<file path="src/design/sirl_pkg.sv">
// Shared types, widths and codes for the SIR lattice update core.
// No dependencies; every other design file but the macros header imports it.
package sirl_pkg;

   localparam int ROWS_DEFAULT = 128;
   localparam int COLS_DEFAULT = 128;

   localparam int ROW_W   = 7;
   localparam int COL_W   = 7;
   localparam int DIR_W   = 2;
   localparam int DRAW_W  = 16;
   localparam int THR_W   = 17;
   localparam int COUNT_W = 15;
   localparam int CHG_W   = 2;
   localparam int CELL_W  = 2;

   localparam logic [THR_W-1:0] THR_RESET = 17'd53084;

   // cell states
   localparam logic [CELL_W-1:0] CELL_SUS = 2'd0;
   localparam logic [CELL_W-1:0] CELL_INF = 2'd1;
   localparam logic [CELL_W-1:0] CELL_REC = 2'd2;

   // neighbor directions
   localparam logic [DIR_W-1:0] DIR_ROW_INC = 2'd0;
   localparam logic [DIR_W-1:0] DIR_ROW_DEC = 2'd1;
   localparam logic [DIR_W-1:0] DIR_COL_INC = 2'd2;
   localparam logic [DIR_W-1:0] DIR_COL_DEC = 2'd3;

   // change codes
   localparam logic [CHG_W-1:0] CHG_NONE    = 2'd0;
   localparam logic [CHG_W-1:0] CHG_INFECT  = 2'd1;
   localparam logic [CHG_W-1:0] CHG_RECOVER = 2'd2;

   typedef struct packed {
      logic [ROW_W-1:0]  row;
      logic [COL_W-1:0]  col;
      logic [DIR_W-1:0]  direction;
      logic [DRAW_W-1:0] action_draw;
   } req_payload_type;

   typedef struct packed {
      logic [COUNT_W-1:0] susceptible_count;
      logic [COUNT_W-1:0] infected_count;
      logic [COUNT_W-1:0] recovered_count;
      logic [CHG_W-1:0]   cell_changed;
   } rsp_payload_type;

   // controller to datapath
   typedef struct packed {
      logic clear;     // write one entry of the clearing pass
      logic load;      // capture a new transaction
      logic rd_act;    // read the chosen cell
      logic rd_pas;    // read the neighbor cell
      logic cap_act;   // hold the chosen cell state
      logic exec;      // decide, write back, load the result register
   } ctrl_cmd_type;

   // datapath to controller
   typedef struct packed {
      logic clear_last;
   } dp_status_type;

endpackage

</file>
<file path="src/design/sirl_ctrl.sv">
// Sequencer of the SIR lattice update core: clearing pass, reads, execute.
// Depends on sirl_pkg.
module sirl_ctrl (
   input  logic                    clock,
   input  logic                    reset,
   input  logic                    req_valid,
   output logic                    req_ready,
   output logic                    rsp_valid,
   input  logic                    rsp_ready,
   input  sirl_pkg::dp_status_type status,
   output sirl_pkg::ctrl_cmd_type  cmd
);
   import sirl_pkg::*;

   localparam logic [2:0] ST_CLEAR  = 3'd0;
   localparam logic [2:0] ST_IDLE   = 3'd1;
   localparam logic [2:0] ST_RD_ACT = 3'd2;
   localparam logic [2:0] ST_RD_PAS = 3'd3;
   localparam logic [2:0] ST_EXEC   = 3'd4;

   logic [2:0] state_ff, state_in;
   logic       rsp_valid_ff, rsp_valid_in;
   logic       exec_fire;
   logic       accept;

   // execute only once the result register is free or being emptied
   assign exec_fire = (state_ff == ST_EXEC) && (!rsp_valid_ff || rsp_ready);
   assign req_ready = (state_ff == ST_IDLE) || exec_fire;
   assign accept    = req_valid && req_ready;
   assign rsp_valid = rsp_valid_ff;

   always_comb begin
      state_in = state_ff;
      case (state_ff)
         ST_CLEAR: begin
            if (status.clear_last) state_in = ST_IDLE;
         end
         ST_IDLE: begin
            if (accept) state_in = ST_RD_ACT;
         end
         ST_RD_ACT: state_in = ST_RD_PAS;
         ST_RD_PAS: state_in = ST_EXEC;
         ST_EXEC: begin
            if (exec_fire) state_in = accept ? ST_RD_ACT : ST_IDLE;
         end
         default: state_in = ST_CLEAR;
      endcase
   end

   always_comb begin
      rsp_valid_in = rsp_valid_ff;
      if (exec_fire) rsp_valid_in = 1'b1;
      else if (rsp_ready) rsp_valid_in = 1'b0;
   end

   always_comb begin
      cmd         = '0;
      cmd.clear   = (state_ff == ST_CLEAR);
      cmd.load    = accept;
      cmd.rd_act  = (state_ff == ST_RD_ACT);
      cmd.rd_pas  = (state_ff == ST_RD_PAS);
      cmd.cap_act = (state_ff == ST_RD_PAS);
      cmd.exec    = exec_fire;
   end

   always_ff @(posedge clock) begin
      if (reset) begin
         state_ff     <= ST_CLEAR;
         rsp_valid_ff <= 1'b0;
      end else begin
         state_ff     <= state_in;
         rsp_valid_ff <= rsp_valid_in;
      end
   end

endmodule

</file>
<file path="config.mk">
export PLATFORM = sky130hd
export DESIGN_NAME = sirl_ctrl
export DESIGN_NICKNAME = d
export VERILOG_FILES = /design/src/design/sirl_pkg.sv /design/src/design/sirl_ctrl.sv
export SDC_FILE = /design/constraint.sdc
export NUM_CORES = 1
export LEC_CHECK = 0
export ABC_AREA = 1
export BUFFER_PORTS_ARGS = -buffer_cell sky130_fd_sc_hd__buf_4
export CAP_MARGIN = 40
export CELL_PAD_IN_SITES_DETAIL_PLACEMENT = 1
export CELL_PAD_IN_SITES_GLOBAL_PLACEMENT = 1
export CORE_AREA = 2 2 39 41
export CTS_CLUSTER_SIZE = 24
export DETAILED_ROUTE_END_ITERATION = 7
export DIE_AREA = 0 0 41 43
export PLACE_DENSITY = 0.67
export SETUP_SLACK_MARGIN = 0.5
export SLEW_MARGIN = 30
export SYNTH_ARGS = -nofsm -noshare
export SYNTH_HDL_FRONTEND = slang
export SYNTH_SLANG_ARGS = --single-unit
</file>
<file path="constraint.sdc">
create_clock -name clock -period 1.7 [get_ports clock]
set_clock_uncertainty 0.15 [all_clocks]
set_input_delay 0.34 -clock clock [delete_from_list [all_inputs] [get_ports clock]]
set_output_delay 0.34 -clock clock [all_outputs]
set_load 0.02 [all_outputs]
</file>
* Word-level counts from Yosys, hierarchy flattened
Cells that the tools add are included.
Storage, ports and cells: bits in registers 4, input port bits 5, output and inout port bits 8, word-level logic and storage cells 24
Operators by class: equality and inequality tests 7, muxes and demuxes 7, reductions and logical operators 8
Operators with widths (count):
- $pmux W3 S5 | 1
- $mux W3 | 3
- $eq A3 B2 Y1 const B | 2
- $ne A2 B2 Y1 const B | 3
- $eq A3 B1 Y1 const B | 1
- $eq A3 B3 Y1 const B | 1
- $logic_not A3 Y1 | 1
- $reduce_and A3 Y1 | 1
- $logic_and A1 B1 Y1 | 2
- $logic_or A1 B1 Y1 | 2
- $mux W1 | 2
- $mux W2 | 1
- $reduce_bool A2 Y1 | 1
- $logic_not A1 Y1 | 1

* Logic depth before layout (Yosys ltp)
depth after elaboration 8, depth in mapped cells 7, mapped depth without buffers 7

* Worst setup path before layout
Ideal clock, no wire load.
kind flip-flop to output port, start point reg state_ff[0], end point out cmd[2] (netlist name), arrival time 1.246 ns, data required time 1.210 ns, slack -0.036 ns, stages on the path, launching flop included 4, path buffers 1, cells stage by stage dfxtp_1 inv_2 nor3_1 buf_4
RTL lines:
- from (decl) | line sirl_ctrl.sv:21 | logic [2:0] state_ff, state_in;
- from (signal assigned) | line sirl_ctrl.sv:71 | state_ff <= state_in;
- to (decl) | line sirl_ctrl.sv:11 | output sirl_pkg::ctrl_cmd_type cmd

==> metrics.md <==
| Metric | Value |
|---|---|
| CP arrival | around 1.1 ns |
| Top cells by area, synth | dfxtp_1 29%, inv_1 11%, buf_4 8.1% |
| Fin cells | 78 |
| Gr ovfl total | 0 |
| CTS tree | built |
| Row Count | 14 |
| Ant. Diodes | 0 |
| CTS sink count | 4 |
| RSZ-0062 raised after global routing | yes |
| Tmin final | 1.60 ns |
| Syn Area/Cell | 6.46 um^2 |
| Clock transition at the registers of the reported paths | 0.04 ns |
| H-tree Lvls | 1 |
| Most frequent cells in the layout | 11 x buf_4, 7 x buf_6, 6 x inv_1 |
| Post-route setup TNS | 0 ns |
| Largest net degree at the start of global routing | 6 |
| Port-buffer cells | 12 |
| Initial Util | 0.201 |
| Via/cell ratio | roughly 4.6 |
| First-pass DRT Iterations | 1 |
| Fmax | 0.624 GHz |
| Slew @ Worst Pin | between 0.2 and 0.25 ns |
| Via count | 355 |
| Routed len/inst | 11.5 um |
| Startpoint types | register |
| IR drop worst, VDD | 0.357 mV |
| Mapped Cells | 43 |
| Hold path startpoint | reset |
| Root Driver | clkbuf_4 |
| Worst hold path type | in2reg |
| Worst Path Required | between 1 and 1.5 ns |
| Drt drc | 0 |
| Sequential share of the synthesized area | 0.288 |
| Nets | 69 |
| RD Place Congestion | a little over 0.7 |
| Slew headroom | 0.857 |
| CP cell instances | nor2_4 -> nand3_4 -> a21oi_2 -> buf_6 |
| Share of layout cells above drive strength 1 | 0.677 |
| Tot Pwr | 540 uW |
| Finished Cell Area | 561 um^2 |
| # IOs | 13 |
| Antenna-violating nets left | 0 |
| Internal power | 336 uW |
| CP max FO | 4 |
| Final setup violation count | 0 |
| Clk Latency, worst-skew pair | 0.23 ns |
| Synth top area share | 0.288 |
| Detailed Place HPWL | 615 um |
| Hold path depth | 2 |
| Fin. Hold Viols | 0 |
| Area leader, netlist | dfxtp_1 |
| Worst reg-to-reg path cell count | 8 |
| Vias in the first global route | around 350 |
| Crit. End Element | output port |
| Syn Std Cell Area | 278 um^2 |
| Worst Setup Path Type | reg2out |
| Post-DP Area | 395 um^2 |
| Die area | about 0.0018 mm^2 |
| Crit path from | state_ff[0]$_SDFFE_PP0P_ |
| Hold_buf cts | 0 |
| Sw power | 204 uW |
| PwrDens | roughly 960 mW/mm^2 |
| Crit path depth | 4 |
| FF-to-FF Start | state_ff[0]$_SDFFE_PP0P_ |
| Commonest non-fill, non-tap cell in the layout | buf_4 |
| Max-cap violations | 0 |
| Netlist cell types | 15 |
| Switching part of the total | 0.379 |
| Total CTS buffers | 3 |
| Cell family with most CP delay | flip-flops |
| Critical-path top delay cell | dfxtp_4 |
| Total core area | 0.00138 mm^2 |
| Clock buffer depth | 2 |
| Static leakage | ~0.00026 uW |
| Die W | 41 um |
| Post-placement cell count | 68 |
| Syn_nets | between 40 and 50 |
| Initial antenna violation count | 0 |
| Synthesis Warnings | 0 |
| Status | finished, final reports clean |
| Count of pins over their slew limit | 0 |
| Global-route wire length before repair | between 1000 and 1500 um |
| Clock Power Share | 0.210 |
| Final core utilization | 0.405 |
| Synth-to-layout area growth | 102% |
| 1st-iter DRT viols | 0 |
| Final wirelength | 898 um |
| Die Span Y | 43 um |
| Post-route clock period utilization | 0.942 |
| CP max stage delay | 0.35 ns |
| GRT Util Overall | 0.126 |
| Yosys reg bits | 4 |
| Combinational Power Share | 0.551 |
| Flop pwr share | 0.239 |
| Crit path buffers/inverters | 1 |
## sequential cells by signal (all words and copies together) (netlist names)
signal     count
rsp_valid      1
state_ff       3
## worst paths after layout
check / endpoint / slack, ns
min reg2reg: rsp_valid$_SDFFE_PP0P_ / 0.41
min: state_ff[2]$_SDFFE_PP0P_ / 0.14
max: cmd[4] / 0.1
max reg2reg: state_ff[0]$_SDFFE_PP0P_ / 0.30
## synth_stat cells (all sizes together)
master	instances
buf	3
dfxtp	4
a21oi	4
nor2	5
inv	10
nor3b	1
nor3	1
nand4	3
nand3b	1
nand2	6
nand3	5
## metrics by stage
| step | hold slack [ns] | setup slack [ns] |
|---|---|---|
| after floorplan | 0.249 | 0.334 |
| after global placement | 0.368 | 0.240 |
| after detailed placement | 0.376 | 0.236 |
| after CTS | 0.139 | 0.0944 |
| after global routing | 0.137 | 0.0349 |
| final | 0.143 | 0.0986 |
## power groups by stage
stage                     clock network [uW]  registers, uW  logic, uW
after floorplan                            0            123        142
after detailed placement                   0            125        198
final                                    113            129        298
after global placement                     0            124        194
after CTS                                119            129        271
after global routing                     127            131        325
## worst register-to-register path, delay by kind of cell, from the launching register on
kind	cells	cell delay [ns]
flops	1	0.35
simple gates	6	0.56
buf+inv	2	0.22
## area by class of cell
class	instances	area, um^2
inverters	10	45.0
clock buffers	3	22.5
repair buffers	19	181
multi-input cells	26	196
flip-flops and latches	4	95.1
well taps	16	20.0
fillers	172	823
## repair_timing
action	CTS	global route
resized for setup	17	4
endpoints found under the hold margin	0	0
buffers inserted	6	1
pin swaps	5	3
endpoints found under the setup margin	10	11
## layer usage
metal / share of wire / up-vias / GRT usage
li1: - / 177 / -
met1: 0.37 / 168 / 0.139
met3: 0.039 / 0 / 0.0157
met4: 0 / 0 / 0.100
met2: 0.59 / 10 / 0.200
met5: 0 / - / 0
## kinds of logic after synthesis
kind of cell	share of synthesized area
AOI/OAI and AO/OA	0.0721
buffers and inverters	0.216
DFF	0.288
and+or+nand+nor	0.423
(Power assumes the default switching activity.)
